## src/design/cpm_pkg.sv

```systemverilog
// ----------------------------------------------------------------------------
// Capture period meter package
// Shared constants, status and command codes, and the snapshot record that
// passes from the state tracker to the output scaler.
// ----------------------------------------------------------------------------
`default_nettype none

package cpm_pkg;

    localparam int TIME_WIDTH_DEF = 32;
    localparam int RES_W          = 32;
    localparam int TICK_W         = 7;
    localparam int TMO_W          = 16;
    localparam int THR_W          = 26;
    localparam int WRAP_BITS      = 16;
    localparam int US_PER_MS      = 1000;
    localparam int TIMEOUT_RESET  = 500;
    localparam int TICK_RESET     = 4;
    localparam int CFG_IDX_W      = 1;

    localparam logic [THR_W-1:0]  THR_RESET     = THR_W'(TIMEOUT_RESET * US_PER_MS);
    localparam logic [TICK_W-1:0] TICK_US_RESET = TICK_W'(TICK_RESET);

    typedef enum logic [2:0] {
        ST_IDLE     = 3'd0,
        ST_ARMED    = 3'd1,
        ST_COUNTING = 3'd2,
        ST_DONE     = 3'd3,
        ST_TIMEOUT  = 3'd4
    } status_code_t;

    typedef enum logic [1:0] {
        CMD_TICK    = 2'd0,
        CMD_CAPTURE = 2'd1,
        CMD_SET     = 2'd2,
        CMD_RESTART = 2'd3
    } cmd_t;

    typedef enum logic [CFG_IDX_W-1:0] {
        REG_TIMEOUT_MS = 1'b0,
        REG_TICK_US    = 1'b1
    } cfg_idx_t;

    typedef struct packed {
        status_code_t     status;
        logic             timed_out;
        logic [RES_W-1:0] start_ticks;
        logic [RES_W-1:0] period_ticks;
        logic [RES_W-1:0] elapsed_ticks;
    } snap_t;

endpackage

`default_nettype wire

```

## src/design/cpm_tracker.sv

```systemverilog
// ----------------------------------------------------------------------------
// Capture period meter state tracker
// Applies one command per transfer to the time count, stamps and status, and
// registers a snapshot of the updated state in tick units.
// ----------------------------------------------------------------------------
`default_nettype none

module cpm_tracker import cpm_pkg::*; #(
    parameter int TIME_WIDTH = TIME_WIDTH_DEF
) (
    input  wire logic              aclk,
    input  wire logic              aresetn,
    input  wire logic              in_valid,
    output logic                   in_ready,
    input  wire logic [1:0]        command,
    input  wire logic [2:0]        new_status,
    input  wire logic [TICK_W-1:0] tick_us,
    input  wire logic [THR_W-1:0]  threshold,
    output logic                   snap_valid,
    input  wire logic              snap_ready,
    output snap_t                  snap
);

    localparam int EXT_W = (TIME_WIDTH > RES_W) ? TIME_WIDTH : RES_W;

    logic [TIME_WIDTH-1:0] count_reg, count_next;
    logic [TIME_WIDTH-1:0] start_reg, start_next;
    logic [TIME_WIDTH-1:0] stop_reg, stop_next;
    logic [TIME_WIDTH-1:0] diff_reg, diff_next;
    status_code_t          status_reg, status_next;
    logic                  flag_reg, flag_next;
    snap_t                 snap_reg, snap_next;
    logic                  snap_valid_reg;

    logic [TIME_WIDTH-1:0]      count_inc;
    logic [TIME_WIDTH-1:0]      diff_inc;
    logic [RES_W+TICK_W-1:0]    probe_prod;
    logic                       wrap_hit;
    logic                       over_limit;
    logic                       accept;

    function automatic logic [RES_W-1:0] to_res(input logic [TIME_WIDTH-1:0] v);
        logic [EXT_W-1:0] ext;
        ext = EXT_W'(v);
        return ext[RES_W-1:0];
    endfunction

    assign in_ready   = !snap_valid_reg || snap_ready;
    assign accept     = in_valid && in_ready;
    assign count_inc  = count_reg + TIME_WIDTH'(1);
    assign diff_inc   = diff_reg + TIME_WIDTH'(1);
    assign probe_prod = {TICK_W'(0), to_res(diff_inc)} * {RES_W'(0), tick_us};
    assign wrap_hit   = (count_inc[WRAP_BITS-1:0] == '0);
    assign over_limit = (probe_prod[RES_W-1:0] >= RES_W'(threshold));

    always_comb begin
        count_next  = count_reg;
        start_next  = start_reg;
        stop_next   = stop_reg;
        diff_next   = diff_reg;
        status_next = status_reg;
        flag_next   = flag_reg;
        case (cmd_t'(command))
            CMD_TICK: begin
                count_next = count_inc;
                diff_next  = diff_inc;
                if (wrap_hit && status_reg == ST_COUNTING && over_limit) begin
                    flag_next   = 1'b1;
                    status_next = ST_TIMEOUT;
                end
            end
            CMD_CAPTURE: begin
                if (status_reg == ST_ARMED) begin
                    start_next  = count_reg;
                    diff_next   = '0;
                    flag_next   = 1'b0;
                    status_next = ST_COUNTING;
                end else if (status_reg == ST_COUNTING) begin
                    stop_next   = count_reg;
                    status_next = ST_DONE;
                end
            end
            CMD_SET: begin
                if (new_status <= ST_TIMEOUT) begin
                    status_next = status_code_t'(new_status);
                end
            end
            default: begin
                count_next  = '0;
                diff_next   = TIME_WIDTH'(0) - start_reg;
                status_next = ST_IDLE;
                flag_next   = 1'b0;
            end
        endcase

        snap_next.status        = status_next;
        snap_next.timed_out     = flag_next;
        snap_next.start_ticks   = to_res(start_next);
        snap_next.period_ticks  = to_res(stop_next - start_next);
        snap_next.elapsed_ticks = to_res(diff_next);
    end

    always_ff @(posedge aclk) begin
        if (!aresetn) begin
            count_reg      <= '0;
            start_reg      <= '0;
            stop_reg       <= '0;
            diff_reg       <= '0;
            status_reg     <= ST_IDLE;
            flag_reg       <= 1'b0;
            snap_valid_reg <= 1'b0;
        end else begin
            snap_valid_reg <= accept || (snap_valid_reg && !snap_ready);
            if (accept) begin
                count_reg  <= count_next;
                start_reg  <= start_next;
                stop_reg   <= stop_next;
                diff_reg   <= diff_next;
                status_reg <= status_next;
                flag_reg   <= flag_next;
            end
        end
    end

    always_ff @(posedge aclk) begin
        if (accept) begin
            snap_reg <= snap_next;
        end
    end

    assign snap_valid = snap_valid_reg;
    assign snap       = snap_reg;

endmodule

`default_nettype wire

```

## src/design/cpm_scaler.sv

```systemverilog
// ----------------------------------------------------------------------------
// Capture period meter output scaler
// Converts a snapshot from ticks to microseconds and holds the result until
// the downstream side takes the transfer.
// ----------------------------------------------------------------------------
`default_nettype none

module cpm_scaler import cpm_pkg::*; (
    input  wire logic              aclk,
    input  wire logic              aresetn,
    input  wire logic              snap_valid,
    output logic                   snap_ready,
    input  wire snap_t             snap,
    input  wire logic [TICK_W-1:0] tick_us,
    output logic                   m_valid,
    input  wire logic              m_ready,
    output logic [2:0]             m_status,
    output logic                   m_timed_out,
    output logic [RES_W-1:0]       m_start_us,
    output logic [RES_W-1:0]       m_period_us,
    output logic [RES_W-1:0]       m_elapsed_us
);

    logic             m_valid_reg;
    status_code_t     status_reg;
    logic             flag_reg;
    logic [RES_W-1:0] start_us_reg;
    logic [RES_W-1:0] period_us_reg;
    logic [RES_W-1:0] elapsed_us_reg;
    logic             take;

    function automatic logic [RES_W-1:0] scale(input logic [RES_W-1:0] v,
                                               input logic [TICK_W-1:0] t);
        logic [RES_W+TICK_W-1:0] p;
        p = {TICK_W'(0), v} * {RES_W'(0), t};
        return p[RES_W-1:0];
    endfunction

    assign snap_ready = !m_valid_reg || m_ready;
    assign take       = snap_valid && snap_ready;

    always_ff @(posedge aclk) begin
        if (!aresetn) begin
            m_valid_reg <= 1'b0;
        end else begin
            m_valid_reg <= take || (m_valid_reg && !m_ready);
        end
    end

    always_ff @(posedge aclk) begin
        if (take) begin
            status_reg     <= snap.status;
            flag_reg       <= snap.timed_out;
            start_us_reg   <= scale(snap.start_ticks, tick_us);
            period_us_reg  <= scale(snap.period_ticks, tick_us);
            elapsed_us_reg <= scale(snap.elapsed_ticks, tick_us);
        end
    end

    assign m_valid      = m_valid_reg;
    assign m_status     = status_reg;
    assign m_timed_out  = flag_reg;
    assign m_start_us   = start_us_reg;
    assign m_period_us  = period_us_reg;
    assign m_elapsed_us = elapsed_us_reg;

endmodule

`default_nettype wire

```

## src/design/capture_period_meter_top.sv

```systemverilog
// ----------------------------------------------------------------------------
// Capture period meter
// Free-running tick counter with capture stamps, status control and a
// timeout check every 65536 ticks; results are reported in microseconds.
//
//   Channel  Direction  Payload
//   s_       in         command, new_status
//   m_       out        status, timed_out, start_us, period_us, elapsed_us
//   cfg_     in         write enable, register index, 16-bit write data
//
// One item is accepted per cycle while s_ready is high; its result passes
// through the state update stage and then the microsecond scaling stage.
// The timeout check and the three tick-to-microsecond conversions each use
// one 32x7 multiplier in their stage.
// Reset clears the count, stamps and status, and empties both stages.
// A stalled result holds the scaling stage; the tracker stage still takes
// one more item before s_ready falls.
// ----------------------------------------------------------------------------
`default_nettype none

module capture_period_meter_top import cpm_pkg::*; #(
    parameter int TIME_WIDTH = TIME_WIDTH_DEF
) (
    input  wire logic                 aclk,
    input  wire logic                 aresetn,
    input  wire logic                 cfg_wr_en,
    input  wire logic [CFG_IDX_W-1:0] cfg_index,
    input  wire logic [TMO_W-1:0]     cfg_wr_data,
    input  wire logic                 s_valid,
    output logic                      s_ready,
    input  wire logic [1:0]           s_command,
    input  wire logic [2:0]           s_new_status,
    output logic                      m_valid,
    input  wire logic                 m_ready,
    output logic [2:0]                m_status,
    output logic                      m_timed_out,
    output logic [RES_W-1:0]          m_start_us,
    output logic [RES_W-1:0]          m_period_us,
    output logic [RES_W-1:0]          m_elapsed_us
);

    logic [THR_W-1:0]  thr_reg, thr_next;
    logic [TICK_W-1:0] tick_us_reg;
    logic              snap_valid;
    logic              snap_ready;
    snap_t             snap;

    assign thr_next = THR_W'(32'(cfg_wr_data) * 32'(US_PER_MS));

    always_ff @(posedge aclk) begin
        if (!aresetn) begin
            thr_reg     <= THR_RESET;
            tick_us_reg <= TICK_US_RESET;
        end else if (cfg_wr_en) begin
            unique case (cfg_idx_t'(cfg_index))
                REG_TIMEOUT_MS: thr_reg     <= thr_next;
                REG_TICK_US:    tick_us_reg <= cfg_wr_data[TICK_W-1:0];
                default: ;
            endcase
        end
    end

    cpm_tracker #(
        .TIME_WIDTH (TIME_WIDTH)
    ) u_tracker (
        .aclk       (aclk),
        .aresetn    (aresetn),
        .in_valid   (s_valid),
        .in_ready   (s_ready),
        .command    (s_command),
        .new_status (s_new_status),
        .tick_us    (tick_us_reg),
        .threshold  (thr_reg),
        .snap_valid (snap_valid),
        .snap_ready (snap_ready),
        .snap       (snap)
    );

    cpm_scaler u_scaler (
        .aclk         (aclk),
        .aresetn      (aresetn),
        .snap_valid   (snap_valid),
        .snap_ready   (snap_ready),
        .snap         (snap),
        .tick_us      (tick_us_reg),
        .m_valid      (m_valid),
        .m_ready      (m_ready),
        .m_status     (m_status),
        .m_timed_out  (m_timed_out),
        .m_start_us   (m_start_us),
        .m_period_us  (m_period_us),
        .m_elapsed_us (m_elapsed_us)
    );

endmodule

`default_nettype wire

```

## config.mk

```make
export PLATFORM = sky130hd
export DESIGN_NAME = capture_period_meter_top
export DESIGN_NICKNAME = d
export VERILOG_FILES = /design/src/design/cpm_pkg.sv /design/src/design/cpm_tracker.sv /design/src/design/cpm_scaler.sv /design/src/design/capture_period_meter_top.sv
export SDC_FILE = /design/constraint.sdc
export NUM_CORES = 2
export LEC_CHECK = 0
export BUFFER_PORTS_ARGS = -buffer_cell sky130_fd_sc_hd__buf_4
export CORE_MARGIN = 1.5
export CORE_UTILIZATION = 60
export CTS_BUF_LIST = sky130_fd_sc_hd__clkbuf_8
export DETAILED_ROUTE_END_ITERATION = 7
export MAX_ROUTING_LAYER = met4
export PLACE_DENSITY = 0.8
export SYNTH_ARGS = -nofsm -noshare
export SYNTH_HDL_FRONTEND = slang
export SYNTH_SLANG_ARGS = --single-unit
```

## constraint.sdc

```tcl
create_clock -name aclk -period 19 [get_ports aclk]
set_input_delay 0.95 -clock aclk [delete_from_list [all_inputs] [get_ports aclk]]
set_output_delay 0.95 -clock aclk [all_outputs]
set_load 0.05 [all_outputs]
```

==> results.py <==
metrics = {
    "global_route": {
        "met2_usage": 0.473,
        "grt_pass1_vias": 33000,
        "grt_use_met3": 0.0483,
        "overflow": 0,
        "gr-usage-all-layers": 0.298,
        "grt-busiest-layer": "met2",
        "grt_first_pass_wirelength_um": 167000,
        "antenna_violations_before_repair": 4,
        "global_route.usage.met1": 0.391,
        "largest_net_degree_at_the_start_of_global_routing": 161,
    },
    "routing": {
        "avgRoutedWirePerCell_um": 17.8,
        "avgViaCountPerCell": 5.79,
        "vias": 32700,
        "first_pass_iters": 8,
        "drc": 0,
        "drt-initial-drc-count": 2789,
        "drt-total-wl_um": 101000,
        "antenna_violating_nets_post_route": 0,
    },
    "cts": {
        "cts_resized": 0,
        "clock_sinks": 364,
        "cts_hold_buffers": 0,
        "cts_buffers": 68,
        "cts_tree": "done",
        "clockBufferDepth": 3,
        "post_cts.repair.setup_buffers": 0,
        "ctsRootBufferMaster": "sky130_fd_sc_hd__clkbuf_8",
        "skew_pair_late_insertion_delay_ns": 0.68,
        "clkTransAtPathRegs_ns": 0.06,
        "htreeDepth": 3,
    },
    "cells_and_area": {
        "flow.area_growth_from_synthesis_pct": 7.70,
        "layout.filler_cells": 5583,
        "layout.nets": 5520,
        "post_layout_nonfiller_instances": 5641,
        "number_of_flip_flops_under_the_largest_register_name": 100,
        "layout-drive-gt1-share": 0.0715,
    },
    "timing": {
        "timing_hold_violations_final": 0,
        "period_minus_slack_ns": 9.37,
        "final.setup.worst_slack_ns": 9.63,
        "unrepaired_setup_endpoints_after_global_routing": "false",
        "fmaxAchievable_mhz": 107,
        "clock-skew-final_ns": 0.0498,
        "min_period_over_period": 0.493,
        "finalMaxSlewViolations": 0,
        "timing.max_slew.rel_slack": 0.241,
        "tns_ns": 0,
        "finalHoldWorstSlack_ns": 0.415,
        "tightest_slew_ns": 1.14,
        "finalSetupViolations": 0,
    },
    "floorplan": {
        "ios": 129,
        "floorplan.initialDensity": 0.604,
        "chipWidth_um": 268,
        "core-area_um2": 69900,
        "placement_rows": 97,
        "die_area_um2": 72000,
        "die_height_um": 268,
    },
    "outcome": {
        "outcome": "completed",
    },
    "synthesis": {
        "ffs_latches_synth": 364,
        "synth-compound-area-share": 0.0992,
        "syn_area_cell_um2": 9.17,
        "async_flop_share": 0,
        "yosys_warnings": 0,
        "synth.mux.area_fraction": 0.0179,
        "ys_dominant_reg_cell": "sky130_fd_sc_hd__edfxtp_1",
        "xor_and_xnor_fraction_of_the_mapped_netlist_area": 0.0518,
        "yosysMostFrequentCell": "sky130_fd_sc_hd__nand2_1",
        "syn-cell-area_um2": 42200,
        "synth-edff-count": 200,
        "post_syn_instances": 4606,
        "post_synth_top_area_share": 0.276,
        "synthTopCellsByCount": "sky130_fd_sc_hd__nand2_1 (785), sky130_fd_sc_hd__inv_1 (585), sky130_fd_sc_hd__fa_1 (583)",
        "synth_adder_area_share": 0.355,
        "syn_nets": 5483,
        "synth.area.top_cells": "sky130_fd_sc_hd__fa_1 (28%), sky130_fd_sc_hd__edfxtp_1 (14%), sky130_fd_sc_hd__ha_1 (7.9%)",
        "ys_seq_area_frac": 0.220,
        "yosysUniqueCellTypes": 87,
        "yosys.area.top_type": "sky130_fd_sc_hd__fa_1",
        "share_of_synthesized_cell_area_in_and_or_nand_and_nor_gates": 0.187,
        "main_combinational_cell_family_by_area_after_synthesis": "adder cells",
    },
    "worst_setup_path": {
        "worst-r2r-cell-count": 31,
        "crit_slowest_cell": "sky130_fd_sc_hd__dfxtp_1",
        "r2r_slack_ns": 9.63,
        "setup.worst_path.end": "u_tracker.snap[99]",
        "critical_path_class": "reg -> reg",
        "critical_path.max_fanout": 13,
        "worst_r2r_endpoint": "u_tracker.snap[99]",
        "startpoint_type_of_the_worst_setup_path": "register",
        "worst-endpoint-required_ns": 19.41,
        "cp_data_arrival_time_ns": 9.78,
        "cp_slowest_stage_delay_ns": 0.60,
        "critical_path.endpoint_type": "register",
        "r2r_start": "u_tracker.diff_reg[0]",
        "cp-startpoint": "u_tracker.diff_reg[0]",
    },
    "power": {
        "p_per_area_nw_per_um2": 77.7,
        "totalPowerFinal_w": 0.00353,
        "vdd.ir_drop.worst_mv": 0.0872,
        "leakage_power_nw": 20.7,
    },
    "placement": {
        "io_buffer_count": 128,
        "pre_cts_setup_slack_ns": 9.85,
        "place.detailed.instances": 5513,
        "place.detailed.hpwl_um": 75700,
        "gp_congestion": 0.916,
    },
    "flow_run": {
        "max_cap_viol_count": 0,
    },
    "worst_hold_path": {
        "hold_path.class": "reg -> reg",
    },
}
final cells by class:
class	count	area, um2	area share
Multi-Input combinational cell	3469	30100	0.661
Sequential cell	364	9320	0.205
Inverter	587	2210	0.0486
Tap cell	940	1180	0.0259
Timing Repair Buffer	153	1150	0.0252
Clock buffer	80	1100	0.0242
Clock inverter	46	470	0.0103
Antenna cell	2	5.00	0.000110
worst min path at each step:
stage	start	end	slack, ns	cells past startpoint
CTS	u_tracker.snap[96]	u_scaler.m_timed_out	0.42	0
finish	u_tracker.snap[96]	u_scaler.m_timed_out	0.42	0
global placement	u_tracker.snap[96]	u_scaler.m_timed_out	0.43	0
floorplan	u_tracker.snap[97]	u_scaler.m_status[0]	0.40	0
detailed placement	u_tracker.snap[97]	u_scaler.m_status[0]	0.41	0
global route	u_tracker.snap[96]	u_scaler.m_timed_out	0.45	0
cell families after synthesis:
logic type      Yosys count
flops                   364
compound gates          628
mux                      71
fa+ha+maj               850
simple gates           1674
buf+inv                 773
xor+xnor                246
worst max-delay path: cells and delay by family (launching register included):
| family | cells | cell delay, ns |
|---|---|---|
| xor gates and xnor gates | 2 | 0.76 |
| DFF | 1 | 0.60 |
| adders and majority gates | 7 | 3.04 |
| buffers and inverters | 3 | 0.16 |
| and+or+nand+nor | 13 | 2.84 |
| AOI/OAI and AO/OA | 6 | 1.71 |
per-layer routing:
metal	up-vias	routed length [um]
met5	-	0
met4	0	3040
met3	227	8020
met2	1274	47500
met1	16100	42000
li1	15000	-
stage by stage:
| step | util | instance area, um2 |
|---|---|---|
| floorplan | - | 42200 |
| global placement | 0.628 | 43900 |
| detailed placement | 0.628 | 43900 |
| CTS | 0.651 | 45500 |
| global route | 0.651 | 45500 |
| finish | 0.651 | 45500 |
report_power, final:
group,switching [W],leakage (nW),internal [W]
sequential,0.0000970,3.29,0.000962
clock,0.000374,0.869,0.000512
combinational,0.000947,16.5,0.000641
total,0.00142,20.7,0.00212
layout by cell type (no fill, tap or decap), types with 22 or more instances in the layout:
cell type and n:
sky130_fd_sc_hd__clkbuf_8 80, sky130_fd_sc_hd__fa_1 583, sky130_fd_sc_hd__mux2i_1 36, sky130_fd_sc_hd__and3_1 29, sky130_fd_sc_hd__o211a_1 34, sky130_fd_sc_hd__mux2_2 35
sky130_fd_sc_hd__and2_1 165, sky130_fd_sc_hd__nor2b_1 136, sky130_fd_sc_hd__nor2_1 259, sky130_fd_sc_hd__nand3_1 68, sky130_fd_sc_hd__ha_1 266, sky130_fd_sc_hd__buf_4 153
sky130_fd_sc_hd__a21o_1 59, sky130_fd_sc_hd__xnor2_1 164, sky130_fd_sc_hd__o21ai_0 123, sky130_fd_sc_hd__edfxtp_1 200, sky130_fd_sc_hd__nand4_1 22, sky130_fd_sc_hd__dfxtp_1 157
sky130_fd_sc_hd__nor3_1 55, sky130_fd_sc_hd__inv_1 603, sky130_fd_sc_hd__a21boi_0 45, sky130_fd_sc_hd__o21a_1 46, sky130_fd_sc_hd__xor2_1 79, sky130_fd_sc_hd__nand2_1 784
sky130_fd_sc_hd__nand2b_1 34, sky130_fd_sc_hd__a21oi_1 157, sky130_fd_sc_hd__nor3b_1 36
No activity file was read; power rests on OpenSTA's default activity.
